==> config.mk <==
export PLATFORM = sky130hd
export DESIGN_NAME = modbus_request_frame_builder
export DESIGN_NICKNAME = d
export VERILOG_FILES = /design/src/sv/mbrfb_pkg.sv /design/src/sv/mbrfb_crc_stage.sv /design/src/sv/mbrfb_serializer.sv /design/src/sv/modbus_request_frame_builder.sv
export VERILOG_INCLUDE_DIRS = /design/src /design/src/sv
export SDC_FILE = /design/constraint.sdc
export NUM_CORES = 1
export LEC_CHECK = 0
export ABC_AREA = 1
export BUFFER_PORTS_ARGS = -buffer_cell sky130_fd_sc_hd__buf_4
export CAP_MARGIN = 10
export CORE_MARGIN = 1.5
export CORE_UTILIZATION = 40
export CTS_CLUSTER_SIZE = 40
export DETAILED_ROUTE_END_ITERATION = 7
export GPL_TIMING_DRIVEN = 1
export RECOVER_POWER = 50
export SKIP_LAST_GASP = 1
export SLEW_MARGIN = 30
export SYNTH_ARGS = -nofsm -noshare
export SYNTH_HDL_FRONTEND = slang
export SYNTH_SLANG_ARGS = --single-unit
==> constraint.sdc <==
create_clock -name clk -period 9.4 [get_ports clk]
set_input_delay 0.47 -clock clk [delete_from_list [all_inputs] [get_ports clk]]
set_output_delay 0.47 -clock clk [all_outputs]
set_load 0.05 [all_outputs]
==> src/sv/assert_macros.svh <==
// Assertion macros shared by the frame builder RTL.
// Included by the modules that check their own control logic.
`ifndef ASSERT_MACROS_SVH
`define ASSERT_MACROS_SVH

// Check a property on every rising clock edge outside reset.
`define MBRFB_ASSERT(label, clk, rst, prop) \
  label: assert property (@(posedge clk) disable iff (rst) (prop)) \
    else $error("frame builder assertion failed");

// Check that a consequent holds in the cycle after an antecedent.
`define MBRFB_ASSERT_NEXT(label, clk, rst, ante, cons) \
  `MBRFB_ASSERT(label, clk, rst, (ante) |=> (cons))

`endif

==> src/sv/mbrfb_pkg.sv <==
// Types, constants and helper functions of the Modbus request frame builder.
// No dependencies; imported by every module of the block.
package mbrfb_pkg;

  localparam logic [15:0] CRC_INIT    = 16'hFFFF;
  localparam logic [15:0] CRC_POLY    = 16'hA001;
  localparam logic [7:0]  SLAVE_RESET = 8'h93;
  localparam logic [7:0]  FUNC_RESET  = 8'h03;
  localparam int          CRC_BYTES   = 6;

  // Byte positions within a frame
  localparam logic [2:0] POS_ADDR     = 3'd0;
  localparam logic [2:0] POS_FUNC     = 3'd1;
  localparam logic [2:0] POS_START_HI = 3'd2;
  localparam logic [2:0] POS_START_LO = 3'd3;
  localparam logic [2:0] POS_COUNT_HI = 3'd4;
  localparam logic [2:0] POS_COUNT_LO = 3'd5;
  localparam logic [2:0] POS_CRC_LO   = 3'd6;
  localparam logic [2:0] POS_CRC_HI   = 3'd7;

  // Configuration register indexes
  localparam logic CFG_SLAVE_ADDRESS = 1'b0;
  localparam logic CFG_FUNCTION_CODE = 1'b1;

  typedef struct packed {
    logic [7:0]  slave_address;
    logic [7:0]  function_code;
    logic [15:0] start_register;
    logic [15:0] register_count;
  } frame_t;

  typedef struct packed {
    frame_t      frame;
    logic [15:0] crc;
  } stage_t;

  // One byte of the Modbus CRC-16, bit by bit
  function automatic logic [15:0] crc_byte(input logic [15:0] crc_in, input logic [7:0] b);
    logic [15:0] c;
    c = crc_in ^ {8'h00, b};
    for (int k = 0; k < 8; k++) begin
      if (c[0]) begin
        c = (c >> 1) ^ CRC_POLY;
      end else begin
        c = c >> 1;
      end
    end
    return c;
  endfunction

  // Byte of a frame at a given transmit position
  function automatic logic [7:0] frame_byte_at(input frame_t f, input logic [15:0] crc,
                                               input logic [2:0] pos);
    logic [7:0] b;
    case (pos)
      POS_ADDR:     b = f.slave_address;
      POS_FUNC:     b = f.function_code;
      POS_START_HI: b = f.start_register[15:8];
      POS_START_LO: b = f.start_register[7:0];
      POS_COUNT_HI: b = f.register_count[15:8];
      POS_COUNT_LO: b = f.register_count[7:0];
      POS_CRC_LO:   b = crc[7:0];
      POS_CRC_HI:   b = crc[15:8];
      default:      b = 8'h00;
    endcase
    return b;
  endfunction

endpackage

==> src/sv/mbrfb_crc_stage.sv <==
// One pipeline stage of the frame builder: folds one frame byte into the CRC.
// Depends on mbrfb_pkg and assert_macros.svh.
`include "assert_macros.svh"

module mbrfb_crc_stage
  import mbrfb_pkg::*;
(
  input  logic       clk,
  input  logic       rst,
  input  logic       in_valid,
  output logic       in_ready,
  input  stage_t     in_data,
  input  logic [7:0] in_byte,
  output logic       out_valid,
  input  logic       out_ready,
  output stage_t     out_data
);

  logic   valid;
  stage_t data;

  // Take a word when empty or when the held word leaves
  assign in_ready  = !valid || out_ready;
  assign out_valid = valid;
  assign out_data  = data;

  always_ff @(posedge clk) begin
    if (rst) begin
      valid <= 1'b0;
    end else if (in_ready) begin
      valid <= in_valid;
    end
  end

  // Advance the frame and the CRC together
  always_ff @(posedge clk) begin
    if (in_ready && in_valid) begin
      data.frame <= in_data.frame;
      data.crc   <= crc_byte(in_data.crc, in_byte);
    end
  end

  `MBRFB_ASSERT_NEXT(a_stall_holds, clk, rst, valid && !out_ready,
                     valid && $stable(data.crc))

endmodule

==> src/sv/mbrfb_serializer.sv <==
// Frame serializer: sends a finished frame as eight byte words.
// Depends on mbrfb_pkg and assert_macros.svh.
`include "assert_macros.svh"

module mbrfb_serializer
  import mbrfb_pkg::*;
(
  input  logic       clk,
  input  logic       rst,
  input  logic       in_valid,
  output logic       in_ready,
  input  stage_t     in_data,
  output logic       out_valid,
  input  logic       out_ready,
  output logic [7:0] out_byte,
  output logic [2:0] out_pos,
  output logic       out_last
);

  logic       busy;
  logic [2:0] pos;
  stage_t     held;
  logic       out_fire;
  logic       last;

  assign last     = (pos == POS_CRC_HI);
  assign out_fire = busy && out_ready;
  // Load the next frame as the last byte of this one leaves
  assign in_ready = !busy || (out_fire && last);

  always_ff @(posedge clk) begin
    if (rst) begin
      busy <= 1'b0;
      pos  <= POS_ADDR;
    end else if (in_ready) begin
      busy <= in_valid;
      pos  <= POS_ADDR;
    end else if (out_fire) begin
      pos <= pos + 3'd1;
    end
  end

  always_ff @(posedge clk) begin
    if (in_ready && in_valid) begin
      held <= in_data;
    end
  end

  assign out_valid = busy;
  assign out_byte  = frame_byte_at(held.frame, held.crc, pos);
  assign out_pos   = pos;
  assign out_last  = last;

  `MBRFB_ASSERT_NEXT(a_pos_steps, clk, rst, out_fire && !last,
                     busy && (pos == $past(pos) + 3'd1))
  `MBRFB_ASSERT_NEXT(a_frame_restarts, clk, rst, out_fire && last,
                     !busy || (pos == POS_ADDR))
  `MBRFB_ASSERT_NEXT(a_stall_pos, clk, rst, busy && !out_ready,
                     busy && $stable(pos))

endmodule

==> src/sv/modbus_request_frame_builder.sv <==
// Modbus RTU read-request frame builder, top level.
// Depends on mbrfb_pkg, mbrfb_crc_stage and mbrfb_serializer.
//
// Usage:
//   s_* stream: one word per request, start register and register count.
//   m_* stream: eight byte words per request in transmit order: slave
//   address, function code, start register high/low, count high/low,
//   CRC low, CRC high; tlast marks the CRC high byte.
//   cfg_*: write slave address (index 0) and function code (index 1); the user
//   must write them only while the block is idle; the block does not enforce this.
// Path: a request passes the six CRC stages, one byte each, then the serializer
//   register, before the first byte of its frame is valid.
// Flow: the serializer sends one byte per cycle while m_tready is high and takes
//   the next frame as the last byte leaves; up to seven requests are in flight.
// Reset: clears all valid bits, restores slave address 0x93 and function
//   code 0x03.
// Stall: when m_tready is low the current byte holds, the CRC stages fill
//   and then s_tready drops; nothing is lost or repeated.
module modbus_request_frame_builder
  import mbrfb_pkg::*;
(
  input  logic        clk,
  input  logic        rst,
  input  logic        s_tvalid,
  output logic        s_tready,
  input  logic [31:0] s_tdata,   // [15:0] start_register, [31:16] register_count
  output logic        m_tvalid,
  input  logic        m_tready,
  output logic [15:0] m_tdata,   // [7:0] frame_byte, [10:8] byte_position, [15:11] zero
  output logic        m_tlast,   // last_byte
  input  logic        cfg_we,
  input  logic        cfg_index,
  input  logic [7:0]  cfg_data
);

  logic [7:0] slave_address;
  logic [7:0] function_code;

  // Hold the configuration registers
  always_ff @(posedge clk) begin
    if (rst) begin
      slave_address <= SLAVE_RESET;
      function_code <= FUNC_RESET;
    end else if (cfg_we) begin
      case (cfg_index)
        CFG_SLAVE_ADDRESS: slave_address <= cfg_data;
        CFG_FUNCTION_CODE: function_code <= cfg_data;
        default: ;
      endcase
    end
  end

  logic   st_valid [CRC_BYTES+1];
  logic   st_ready [CRC_BYTES+1];
  stage_t st_data  [CRC_BYTES+1];

  // Build the frame word entering the pipeline
  assign st_valid[0]                    = s_tvalid;
  assign s_tready                       = st_ready[0];
  assign st_data[0].frame.slave_address  = slave_address;
  assign st_data[0].frame.function_code  = function_code;
  assign st_data[0].frame.start_register = s_tdata[15:0];
  assign st_data[0].frame.register_count = s_tdata[31:16];
  assign st_data[0].crc                  = CRC_INIT;

  // Fold one frame byte into the CRC at each stage
  for (genvar k = 0; k < CRC_BYTES; k++) begin : g_crc
    logic [7:0] stage_byte;
    assign stage_byte = frame_byte_at(st_data[k].frame, 16'h0000, 3'(k));

    mbrfb_crc_stage u_stage (
      .clk       (clk),
      .rst       (rst),
      .in_valid  (st_valid[k]),
      .in_ready  (st_ready[k]),
      .in_data   (st_data[k]),
      .in_byte   (stage_byte),
      .out_valid (st_valid[k+1]),
      .out_ready (st_ready[k+1]),
      .out_data  (st_data[k+1])
    );
  end

  logic [7:0] out_byte;
  logic [2:0] out_pos;

  mbrfb_serializer u_ser (
    .clk       (clk),
    .rst       (rst),
    .in_valid  (st_valid[CRC_BYTES]),
    .in_ready  (st_ready[CRC_BYTES]),
    .in_data   (st_data[CRC_BYTES]),
    .out_valid (m_tvalid),
    .out_ready (m_tready),
    .out_byte  (out_byte),
    .out_pos   (out_pos),
    .out_last  (m_tlast)
  );

  assign m_tdata = {5'b00000, out_pos, out_byte};

endmodule

==> qor.yml <==
status: "complete, but fails checks"
violations: "DRC"
clock_sinks: 468
drc_errors: 3
dp_hpwl_um: 17640
first_pass_iters: 8
path_cells: "ha_1 -> inv_1 -> o21ai_0 -> nor2_1 -> inv_1 -> nor2_1 -> inv_1 -> nor2_1 -> inv_1 -> nor2_1 -> inv_1 -> nor2_1 -> nand2_1 -> buf_4"
critical_path.max_fanout: 22
hp-class: "in2reg"
end_kind: "output pin"
gp_congestion: 0.7797
slowest_stage: "dfxtp_1"
whs_path_depth: 1
max_freq_ghz: 0.2683
instances_no_fill: 1671
drv_slew: 0
synth_warnings: 0
synth_top_family_by_area: "simple AND/OR/NAND/NOR gates"
grt.total_usage: 0.1171
fin_util: 0.4657
tns_ns: 0
syn_area_per_cell_um2: 16.57
nFillCells: 3505
ios: 65
synth-edff-count: 442
cap_violations: 0
synthAdderAreaFrac: 0.004503
clk_pin_slew_ns: 0.06
cp-start-kind: "flop"
yosysMostFrequentCell: "edfxtp_1"
cts_buffers: 45
clock_latency_ns: 0.53
r2r_slack_ns: 5.79
synth-async-reset-ratio: 0
reg2reg_from: "u_ser.out_pos[2]$_SDFFE_PP0N_"
synth_cell_types: 25
syn_area_um2: 16670
first_iter_violations: 504
cts_tree: "yes"
ys_top_cells_by_count: "edfxtp_1, nand2_1, nand3_1"
drive_above_1_share: 0.1097
syn_inst: 1006
r2r-end: "g_crc[1].u_stage.out_data[22]$_DFFE_PP_"
hold_viol_final: 0
clockBufferDepth: 3
die_y_um: 207.2
rows: 74
drt_wl_total_um: 25340
synth.area.top_cells: "edfxtp_1, nand3_1, dfxtp_1, nand2_1, xor2_1"
worst-r2r-cell-count: 16
setup_viol: 0
num_antenna_cells: 0
powerDensity_nw_per_um2: 225.0
post_cts_resized: 0
synthSimpleGateAreaFrac: 0.08218
grt_pass1_wl_um: 39360
period_needed_ns: 3.727
layout.nets: 1162
grt_overflow: 0
cts-hold-fix-buffers: 0
die_w_um: 207.2
cellLeakagePower_nw: 6.843
synth_xor_xnor_area_share: 0.04660
vias: 7566
finalCritPeriodShare: 0.3965
synth_compound_area_frac: 0.01591
yosys.area.top_type: "edfxtp_1"
irDropWorstVdd_v: 0.0001430
htreeDepth: 2
synth-seq-cells: 468
core-area_um2: 41020
min_to: "g_crc[0].u_stage.out_data[42]$_DFFE_PP_"
start_util: 0.4065
arrival_ns: 3.26
grt_pass1_vias: 7271
grt_max_degree: 65
cts_root_buffer: "clkbuf_16"
synthMuxAreaShare: 0
skew_ns: 0.01287
yosys.area.top_type_share: 0.7961
post_cts_buffers: 0
wl_per_cell_um: 15.17
syn_to_final_growth_pct: 14.57
path_class: "reg2out"
ant_nets: 0
tightestPinTransition_ns: 0.8145
antenna_found_initial: 0
placedCellCount: 1595
dieArea_um2: 42920
seq_area_frac_synth: 0.8273
via_per_inst: 4.528
io_buffers: 59
rsz0062_at_grt: "no"
min_from: "s_tdata[10]"
synth_flop_cell: "edfxtp_1"
cp.required_ns: 8.93
max_slew_margin: 0.4570
cp_slowest_stage_delay_ns: 0.51
cell usage in the layout (no fill, tap or decap), drive strengths merged:
| cell type | netlist | routed |
|---|---|---|
| ha | 6 | 6 |
| a221oi | 14 | 14 |
| edfxtp | 442 | 442 |
| nor4 | 1 | 1 |
| a21oi | 12 | 12 |
| a22o | 2 | 2 |
| clkinvlp | 0 | 1 |
| buf | 6 | 28 |
| o21ai | 13 | 13 |
| clkinv | 0 | 11 |
| xnor2 | 25 | 25 |
| conb | 1 | 5 |
| nand3b | 3 | 3 |
| nor2 | 36 | 36 |
| nand2 | 153 | 153 |
| dfxtp | 26 | 26 |
| nand3 | 114 | 114 |
| xor2 | 59 | 59 |
| or2 | 1 | 1 |
| inv | 85 | 86 |
| bufinv | 0 | 4 |
| clkbuf | 7 | 97 |
worst max-delay path, delay by kind of cell, from the launching register on:
| kind | cells | cell delay, ns |
|---|---|---|
| buf+inv | 6 | 0.70 |
| flops | 1 | 0.51 |
| simple gates | 6 | 0.92 |
| fa+ha+maj | 1 | 0.46 |
| compound gates | 1 | 0.16 |
cell families (layout without fill, tap and decap cells):
kind of cell / Yosys count / in the layout
compound gates: 41 / 41
xor+xnor: 84 / 84
fa+ha+maj: 6 / 6
buf+inv: 98 / 227
flops: 468 / 468
other cells: 1 / 5
simple gates: 308 / 308
per-stage QoR:
step           power, mW  hold WS, ns  cell area, µm²  setup slack (ns)
6_report           4.297       0.1400           19100             5.673
5_1_grt            4.458       0.1187           19100             5.337
4_1_cts            4.366      0.09103           19210             5.645
3_5_place_dp       2.651       0.4045           17800             5.830
3_3_place_gp       2.644       0.4021           17800             5.859
2_1_floorplan      2.586       0.4003           16690             3.849
power by group:
part	internal [mW]	total [mW]	switching (mW)
Combinational	0.0722	0.198	0.126
Sequential	2.36	2.39	0.0287
Clock	1.02	1.71	0.689
sequential cells by signal (all words and copies together), names as in the netlist:
register / cells
u_ser.out_pos: 3
u_ser.held: 64
function_code: 8
g_crc.u_stage.out_data: 378
u_ser.out_valid: 1
g_crc.u_stage.out_valid: 6
g_crc.stage_byte: 8
worst max-delay path by stage:
stage                                        startpoint                                 endpoint  slack, ns
after floorplan           u_ser.out_pos[1]$_SDFFE_PP0N_   g_crc[2].u_stage.out_data[0]$_DFFE_PP_       3.85
after global placement    u_ser.out_pos[2]$_SDFFE_PP0N_  g_crc[1].u_stage.out_data[17]$_DFFE_PP_       5.86
after detailed placement  u_ser.out_pos[2]$_SDFFE_PP0N_  g_crc[1].u_stage.out_data[18]$_DFFE_PP_       5.83
after CTS                 u_ser.out_pos[2]$_SDFFE_PP0N_                                 s_tready       5.64
after global routing      u_ser.out_pos[2]$_SDFFE_PP0N_                                 s_tready       5.34
final                     u_ser.out_pos[2]$_SDFFE_PP0N_                                 s_tready       5.67
area by class of cell:
type | instances | area, µm² | share of cell area
inverters | 85 | 319.1 | 0.01670
flip-flops and latches | 468 | 13790 | 0.7221
clock buffers | 59 | 1221 | 0.06393
multi-input cells | 444 | 2451 | 0.1283
well taps | 532 | 665.6 | 0.03485
clock inverters | 17 | 185.2 | 0.009695
repair buffers | 66 | 465.4 | 0.02437
routing by layer:
layer	GRT usage	wire length, µm	vias up
li1	-	-	3810
met1	0.1640	12090	3570
met2	0.1855	11670	136
met3	0.02062	906	50
met4	0.04108	672	0
met5	0	0	-
Power figures use the tool's default switching activity.
